## src/hdl/scpt_pkg.sv

```systemverilog
// Shared types and constants for the sorted control point table.
package scpt_pkg;
   localparam int MaxPoints = 16;
   localparam int IdxW = $clog2(MaxPoints);
   localparam int CntW = $clog2(MaxPoints + 1);
   localparam logic [15:0] MidGray = 16'h8000;

   localparam logic OP_ADD = 1'b0;
   localparam logic OP_REMOVE = 1'b1;

   localparam logic [1:0] ST_DONE = 2'd0;
   localparam logic [1:0] ST_FULL = 2'd1;
   localparam logic [1:0] ST_BAD_SLOT = 2'd2;

   typedef struct packed {
      logic load;
      logic scan;
      logic shift_up;
      logic shift_down;
      logic div_start;
      logic div_step;
      logic blend_mul;
      logic blend_sum;
      logic write_new;
      logic gray;
      logic copy_lo;
      logic copy_hi;
      logic cnt_inc;
      logic cnt_dec;
   } ctl_type;

   typedef struct packed {
      logic is_remove;
      logic empty;
      logic full;
      logic bad_slot;
      logic scan_done;
      logic shift_done;
      logic div_done;
      logic at_front;
      logic at_end;
   } sts_type;
endpackage

```

## src/hdl/scpt_control.sv

```systemverilog
// Controller state machine of the sorted control point table.
module scpt_control (
   input  logic              clock,
   input  logic              reset,
   input  logic              req_valid,
   output logic              req_stall,
   output logic              rsp_valid,
   input  logic              rsp_stall,
   output logic [1:0]        rsp_status,
   output scpt_pkg::ctl_type ctl,
   input  scpt_pkg::sts_type sts
);
   typedef enum logic [3:0] {
      IDLE, CHECK, SCAN, PICK, DIV, MUL, SUM, SHIFT_UP, WRITE, SHIFT_DOWN, DONE
   } state_type;

   state_type  state_ff, state_in;
   logic [1:0] status_ff, status_in;

   always_comb begin
      ctl = '0;
      state_in = state_ff;
      status_in = status_ff;
      unique case (state_ff)
         IDLE: if (req_valid) begin
            ctl.load = 1'b1;
            state_in = CHECK;
         end
         CHECK: begin
            status_in = scpt_pkg::ST_DONE;
            if (sts.is_remove) begin
               if (sts.bad_slot) begin
                  status_in = scpt_pkg::ST_BAD_SLOT;
                  state_in = DONE;
               end else state_in = SHIFT_DOWN;
            end else if (sts.full) begin
               status_in = scpt_pkg::ST_FULL;
               state_in = DONE;
            end else state_in = SCAN;
         end
         SCAN: begin
            ctl.scan = 1'b1;
            if (sts.scan_done) state_in = PICK;
         end
         PICK: begin
            priority if (sts.empty) begin
               ctl.gray = 1'b1; state_in = SHIFT_UP;
            end else if (sts.at_front) begin
               ctl.copy_lo = 1'b1; state_in = SHIFT_UP;
            end else if (sts.at_end) begin
               ctl.copy_hi = 1'b1; state_in = SHIFT_UP;
            end else begin
               ctl.div_start = 1'b1; state_in = DIV;
            end
         end
         DIV: begin
            if (sts.div_done) state_in = MUL;
            else ctl.div_step = 1'b1;
         end
         MUL: begin
            ctl.blend_mul = 1'b1; state_in = SUM;
         end
         SUM: begin
            ctl.blend_sum = 1'b1; state_in = SHIFT_UP;
         end
         SHIFT_UP: begin
            if (sts.shift_done) state_in = WRITE;
            else ctl.shift_up = 1'b1;
         end
         WRITE: begin
            ctl.write_new = 1'b1; ctl.cnt_inc = 1'b1; state_in = DONE;
         end
         SHIFT_DOWN: begin
            if (sts.shift_done) begin
               ctl.cnt_dec = 1'b1; state_in = DONE;
            end else ctl.shift_down = 1'b1;
         end
         DONE: if (!rsp_stall) state_in = IDLE;
         default: state_in = IDLE;
      endcase
   end

   always_ff @(posedge clock) begin
      if (reset) begin
         state_ff <= IDLE;
         status_ff <= scpt_pkg::ST_DONE;
      end else begin
         state_ff <= state_in;
         status_ff <= status_in;
      end
   end

   assign req_stall = (state_ff != IDLE);
   assign rsp_valid = (state_ff == DONE);
   assign rsp_status = status_ff;

   a_one_side: assert property (@(posedge clock) disable iff (reset)
      !(rsp_valid && !req_stall)) else $error("result shown while idle");
   a_div_len: assert property (@(posedge clock) disable iff (reset)
      (state_ff == PICK && ctl.div_start) |=> (state_ff == DIV))
      else $error("divider not started");
   a_done_hold: assert property (@(posedge clock) disable iff (reset)
      (rsp_valid && rsp_stall) |=> rsp_valid) else $error("result dropped");
endmodule

```

## config.mk

```make
export PLATFORM = sky130hd
export DESIGN_NAME = scpt_control
export DESIGN_NICKNAME = d
export VERILOG_FILES = /design/src/hdl/scpt_pkg.sv /design/src/hdl/scpt_control.sv
export SDC_FILE = /design/constraint.sdc
export NUM_CORES = 1
export LEC_CHECK = 0
export ABC_CLOCK_PERIOD_IN_PS = 1400
export BUFFER_PORTS_ARGS = -buffer_cell sky130_fd_sc_hd__buf_4
export CORE_MARGIN = 1
export CORE_UTILIZATION = 30
export CTS_CLUSTER_DIAMETER = 50
export DETAILED_ROUTE_END_ITERATION = 12
export GPL_TIMING_DRIVEN = 0
export PLACE_DENSITY = 0.7
export SYNTH_ARGS = -nofsm -noshare
export SYNTH_HDL_FRONTEND = slang
export SYNTH_SLANG_ARGS = --single-unit
```

## constraint.sdc

```tcl
create_clock -name clock -period 1.4 [get_ports clock]
set_input_delay 0.21 -clock clock [delete_from_list [all_inputs] [get_ports clock]]
set_output_delay 0.21 -clock clock [all_outputs]
set_load 0.02 [all_outputs]
```

==> impl_metrics.yaml, run 1 <==
status:
  status: "finished, violations left"
  failed_checks: "negative setup slack"
cts:
  cts_tree: "yes"
  htree_levels: 1
  clk_pin_slew_ns: 0.04
  cts.sinks: 6
  insertion_delay_ns: 0.24
  cts_made_buffers: 3
  clock-root-buffer: "clkbuf_4"
  ctsHoldBuffers: 0
  cts_max_path_buffers: 2
sta:
  layout_worst_path_cycle_share_pct: 113
  tightestPinTransition_ns: 0.403
  worst_slack_ns: -0.187
  rsz0062_at_grt: "true"
  report.final.setup_viol: 18
  hold_viol_final: 0
  maxSlewHeadroom_pct: 72.9
  fin_crit_ns: 1.59
  slew_viol_final: 0
  setup_tns_ns: -1.61
  fin_skew_ns: 0.00250
  fmaxAchievable_ghz: 0.630
global_route:
  grt.total_usage_pct: 18.9
  overflow: 0
  grt_pass1_vias: 656
  grt_first_pass_wirelength_mm: 2.77
  grt_max_degree: 11
  antenna_found_initial: 0
yosys:
  syn_nets: 94
  syn_area_per_cell_sq_um: 6.87
  netlist_area_sq_um: 557
  synth_cell_types: 30
  syn_inst: 81
  synth.largest_area_cell: "dfxtp_1"
  synthTopCellsByArea: "dfxtp_1 (22%), nor3_1 (8.1%), nor2_1 (7.4%), nor3b_1 (6.7%), nand2b_1 (5.6%)"
  ys_seq_area_share_pct: 21.6
  synth_top_area_share_pct: 21.6
  yosysWarningCount: 0
  synth_seq_cells: 6
detailed_routing:
  drt-total-wl_mm: 2.35
  firstDrtPassIters: 5
  viasPerCell: 5.26
  drc: 0
  drtIter0Drc: 12
  antenna_left: 0
  wl_per_cell_um: 15.0
  vias: 821
setup_path:
  end_kind: "output port"
  startpoint_type: "register"
  cp_slowest_cell: "dfxtp_4"
  slowest_delay_ns: 0.35
  worstPathMaxFanout: 5
  cp_cell_sequence: "buf_8 -> nor2_4 -> nand3_4 -> nor4b_4 -> buf_4"
  worstPathRequired_ns: 1.19
  worst-path-buf-inv: 2
  critPathTopFamily: "simple AND/OR/NAND/NOR gates"
  cp.arrival_ns: 1.38
  worstSetupPathType: "register to output port"
finish:
  fin_nets: 146
  antennaDiodeCount: 0
  drive_gt1_share_pct: 64.9
  fillers: 126
  final_cell_mix: "buf_4 (34), buf_6 (12), nor2_1 (6), buf_8 (5), nor2_4 (5)"
  fin_cells: 156
  syn_to_final_growth_pct: 129
  final_common_cell: "buf_4"
power:
  p_leak_nw: 0.551
  power_density_mw_per_mm2: 1720
  ir_worst_vdd_v: 0.000950
worst_hold_path:
  hp-class: "input port to register"
placed_design:
  place_congestion: 0.850
  port_buffers: 30
  hpwl_mm: 1.23
  place_inst: 136
floorplanning:
  die-width_um: 45.1
  start_util_pct: 32.2
  chipHeight_um: 45.1
  ios: 31
  core.rowCount: 15
  die_area_sq_mm: 0.00203
  coreArea_sq_mm: 0.00173
flow_run:
  drv_cap: 0
-- final cells by class --
cell class	instances	area [sq um]	area share (%)
plain buffers	6	87.6	6.86
clock buffers	3	22.5	1.76
inverters	4	15.0	1.18
multi-input cells	65	573	44.9
flip-flops and latches	6	130	10.2
well taps	25	31.3	2.45
repair buffers	47	418	32.7
-- registers in the layout, summed over array words and instances, names as in the netlist --
register and count:
state_ff 4, rsp_status 2
-- metrics by stage --
| step | hold WS, ns | power, mW | area [sq um] | util (%) | setup WS, ns |
|---|---|---|---|---|---|
| finish | 0.170 | 2.20 | 1280 | 74.0 | -0.187 |
| global route | 0.161 | 2.32 | 1280 | 74.0 | -0.249 |
| CTS | 0.159 | 1.77 | 1070 | 62.1 | -0.185 |
| detailed placement | 0.425 | 1.23 | 867 | 50.2 | -0.219 |
| global placement | 0.425 | 1.22 | 867 | 50.2 | -0.206 |
| floorplan | 0.275 | 0.949 | 611 | - | -0.138 |
-- synthesized netlist by cell type --
master     count
a211o_1        1
or3b_1         2
nor4_1         1
a211oi_2       1
a21oi_1        4
buf_2          2
a31oi_1        1
o22ai_1        1
nor4b_1        1
nor3b_1        5
and3_1         2
buf_4          1
o211ai_1       1
dfxtp_1        6
o31a_1         1
nand2b_1       5
nand2_1        3
nand3_1        2
nand3b_1       1
mux2i_1        2
nor2b_1        3
inv_1          4
and3b_1        1
o21ai_0        4
o2bb2ai_1      1
nor3_1         9
nor2_1        11
and3_4         1
clkbuf_1       3
nand4_1        1
-- routing by layer --
metal	track usage, %	vias up	share of wire, %
li1	-	393	-
met1	21.3	388	37
met3	1.60	8	3.5
met4	11.5	0	3.4
met5	0	-	0
met2	34.2	32	56
-- worst paths after layout --
check             depth (start not counted)  slack (ns)          start             to
setup / recovery                          5       -0.19    state_ff[3]         ctl[2]
hold / removal                            2        0.17          reset    state_ff[1]
setup reg to reg                          6       -0.18    state_ff[3]    state_ff[1]
hold reg to reg                           2        0.47  rsp_status[1]  rsp_status[1]
-- kinds of logic (layout without fill, tap and decap cells) --
| group | after synthesis | count (layout) | synth area share (%) |
|---|---|---|---|
| AND/OR/NAND/NOR | 48 | 48 | 49.2 |
| buffers and inverters | 10 | 60 | 7.86 |
| multiplexers | 2 | 2 | 3.60 |
| AO/OA/AOI/OAI | 15 | 15 | 17.8 |
| flip-flops | 6 | 6 | 21.6 |
-- report_power, final --
part / internal (mW) / switching (mW)
Clock: 0.0968 / 0.0597
Sequential: 0.236 / 0.0632
Combinational: 0.904 / 0.842
Total: 1.24 / 0.965
-- what timing repair did --
item	4_1_cts	5_1_grt
buffers inserted	10	8
gates cloned	0	0
setup endpoints to repair	20	21
gates resized for setup	30	39
pin swaps	6	7
Power figures use the tool's default switching activity.
==> run 2: changes to the inputs <==
--- a/config.mk
+++ b/config.mk
@@ -8,11 +8,10 @@
 export ABC_CLOCK_PERIOD_IN_PS = 1400
 export BUFFER_PORTS_ARGS = -buffer_cell sky130_fd_sc_hd__buf_4
 export CORE_MARGIN = 1
-export CORE_UTILIZATION = 30
+export CORE_UTILIZATION = 38
 export CTS_CLUSTER_DIAMETER = 50
 export DETAILED_ROUTE_END_ITERATION = 12
-export GPL_TIMING_DRIVEN = 0
-export PLACE_DENSITY = 0.7
+export PLACE_DENSITY = 0.83
 export SYNTH_ARGS = -nofsm -noshare
 export SYNTH_HDL_FRONTEND = slang
 export SYNTH_SLANG_ARGS = --single-unit
==> run 2 against run 1 <==
Effect of this change: the run still ends with negative setup slack left; hold slack better by 0.0077 ns; global-route usage increased by 9.0 points; non-clock buffer count stayed put; power is 0.97% higher; first-iteration DRC count rose by 75%; register-to-register slack improved by 0.05 ns; clock skew increased by 0.015 ns; clock power is 16% higher; combinational power down 3%; worst setup slack improved by 0.054 ns; routed wire length grew 19%; critical endpoint is now state_ff[1]; largest cell class unchanged.
==> impl_metrics.yaml, run 2 (synthesis gave the netlist of run 1 again) <==
placed_design:
  hpwl_mm: 1.32
  dp_slack_ns: -0.0703
  port_buffers: 30
  place_congestion: 0.873
flow_run:
  drv_cap: 0
status:
  failed_checks: "negative setup slack"
  status: "finished, violations left"
detailed_routing:
  drt-total-wl_mm: 2.79
  wl_met2_mm: 1.50
  vias: 851
  antenna_left: 0
  top_layer_used: "met4"
  drtIter0Drc: 21
  viasPerCell: 5.83
  drc: 0
  firstDrtPassIters: 4
  met1_length_mm: 1.04
  route.met3.wl_um: 177
  wl_per_cell_um: 19.1
setup_path:
  cp_slowest_cell: "dfxtp_4"
  cp.arrival_ns: 1.69
  worstPathRequired_ns: 1.56
  worst-path-buf-inv: 0
  worstSetupPathType: "register to register"
  slowest_delay_ns: 0.38
  worstPathMaxFanout: 6
  critPathTopFamily: "simple AND/OR/NAND/NOR gates"
  cp_cell_sequence: "or3b_4 -> a211o_1 -> and3_4 -> a211oi_2"
  reg2reg_slack_ns: -0.13
  startpoint_type: "register"
  end_kind: "register"
finish:
  largest_register_ffs: 4
  final_cell_mix: "buf_4 (33), buf_6 (18), nor2_4 (6), nor2_1 (5)"
  syn_to_final_growth_pct: 125
  drive_gt1_share_pct: 64.9
  antennaDiodeCount: 0
  final_common_cell: "buf_4"
  fin_nets: 146
  regMostFlops: "state_ff"
  utilization_pct: 93.9
floorplanning:
  ios: 31
  die-width_um: 40.3
  core.rowCount: 13
  start_util_pct: 41.7
  coreArea_sq_mm: 0.00133
  chipHeight_um: 40.3
  die_area_sq_mm: 0.00162
cts:
  cts_tree: "yes"
  cts_max_path_buffers: 2
  clock-root-buffer: "clkbuf_4"
  ctsHoldBuffers: 0
  insertion_delay_ns: 0.27
  cts_made_buffers: 3
  htree_levels: 1
  clk_pin_slew_ns: 0.06
  cts.sinks: 6
global_route:
  antenna_found_initial: 0
  grt_first_pass_wirelength_mm: 2.86
  grt_pass1_vias: 682
  overflow: 0
  grt.total_usage_pct: 27.9
  grt_max_degree: 11
sta:
  fin_crit_ns: 1.53
  layout_worst_path_cycle_share_pct: 109
  hold_viol_final: 0
  fin_skew_ns: 0.0177
  tightestPinTransition_ns: 0.558
  report.final.setup_viol: 17
  worst_slack_ns: -0.132
  rsz0062_at_grt: "true"
  fmaxAchievable_ghz: 0.653
  slew_viol_final: 0
  maxSlewHeadroom_pct: 62.5
power:
  p_leak_nw: 0.540
  power_density_mw_per_mm2: 1770
  ir_worst_vdd_v: 0.00139
worst_hold_path:
  hp-class: "input port to register"
[run 2: cell types whose count changed in the layout (fill, tap and decap cells not counted), moves of 2 or more]
cell,before,now
buf_6,12,18
buf_8,5,1
dfxtp_2,2,0
dfxtp_4,2,4
nor3_4,3,1
o21ai_0,2,4
o21ai_1,2,0
[run 2: final cells by class]
| class | count | area [sq um] |
|---|---|---|
| flip-flops and latches | 6 | 135 |
| inverters | 4 | 15.0 |
| repair buffers | 53 | 485 |
| clock buffers | 3 | 22.5 |
| multi-input cells | 65 | 576 |
| fillers | 44 | 81.3 |
| well taps | 15 | 18.8 |
[run 2: routing by layer]
metal  up-vias  GRT usage (%)
met3         8           5.00
met1       405           32.5
met5         -              0
met2        49           47.2
li1        389              -
met4         0           16.7
[run 2: path summary, 6_finish.rpt]
path,from,cells after the start,endpoint
worst min-delay path,reset,2,rsp_status[1]
worst max-delay path,state_ff[2],4,state_ff[1]
worst max register to register,state_ff[2],4,state_ff[1]
worst min register to register,rsp_status[1],2,rsp_status[1]
[run 2: timing repair]
| item | CTS | global route |
|---|---|---|
| setup endpoints to repair | 19 | 18 |
| cloned | 0 | 0 |
| pin swaps | 2 | 7 |
| gates resized for setup | 29 | 28 |
| setup buffers | 4 | 7 |
| hold endpoints to repair | 0 | 0 |
[run 2: stage by stage]
step | hold WS, ns | area (sq um) | cells | TNS (ns) | power, mW
floorplan | 0.275 | 611 | 81 | -0.397 | 0.949
global placement | 0.423 | 925 | 132 | -0.0452 | 1.37
detailed placement | 0.435 | 925 | 132 | -0.156 | 1.40
CTS | 0.161 | 1090 | 139 | -0.709 | 1.84
global route | 0.178 | 1250 | 146 | -2.13 | 2.34
finish | 0.178 | 1250 | 146 | -1.36 | 2.22
[run 2: report_power, final]
group | total [mW] | switching [mW] | internal (mW)
Sequential | 0.342 | 0.0977 | 0.244
Combinational | 1.70 | 0.832 | 0.869
Clock | 0.181 | 0.0822 | 0.0983
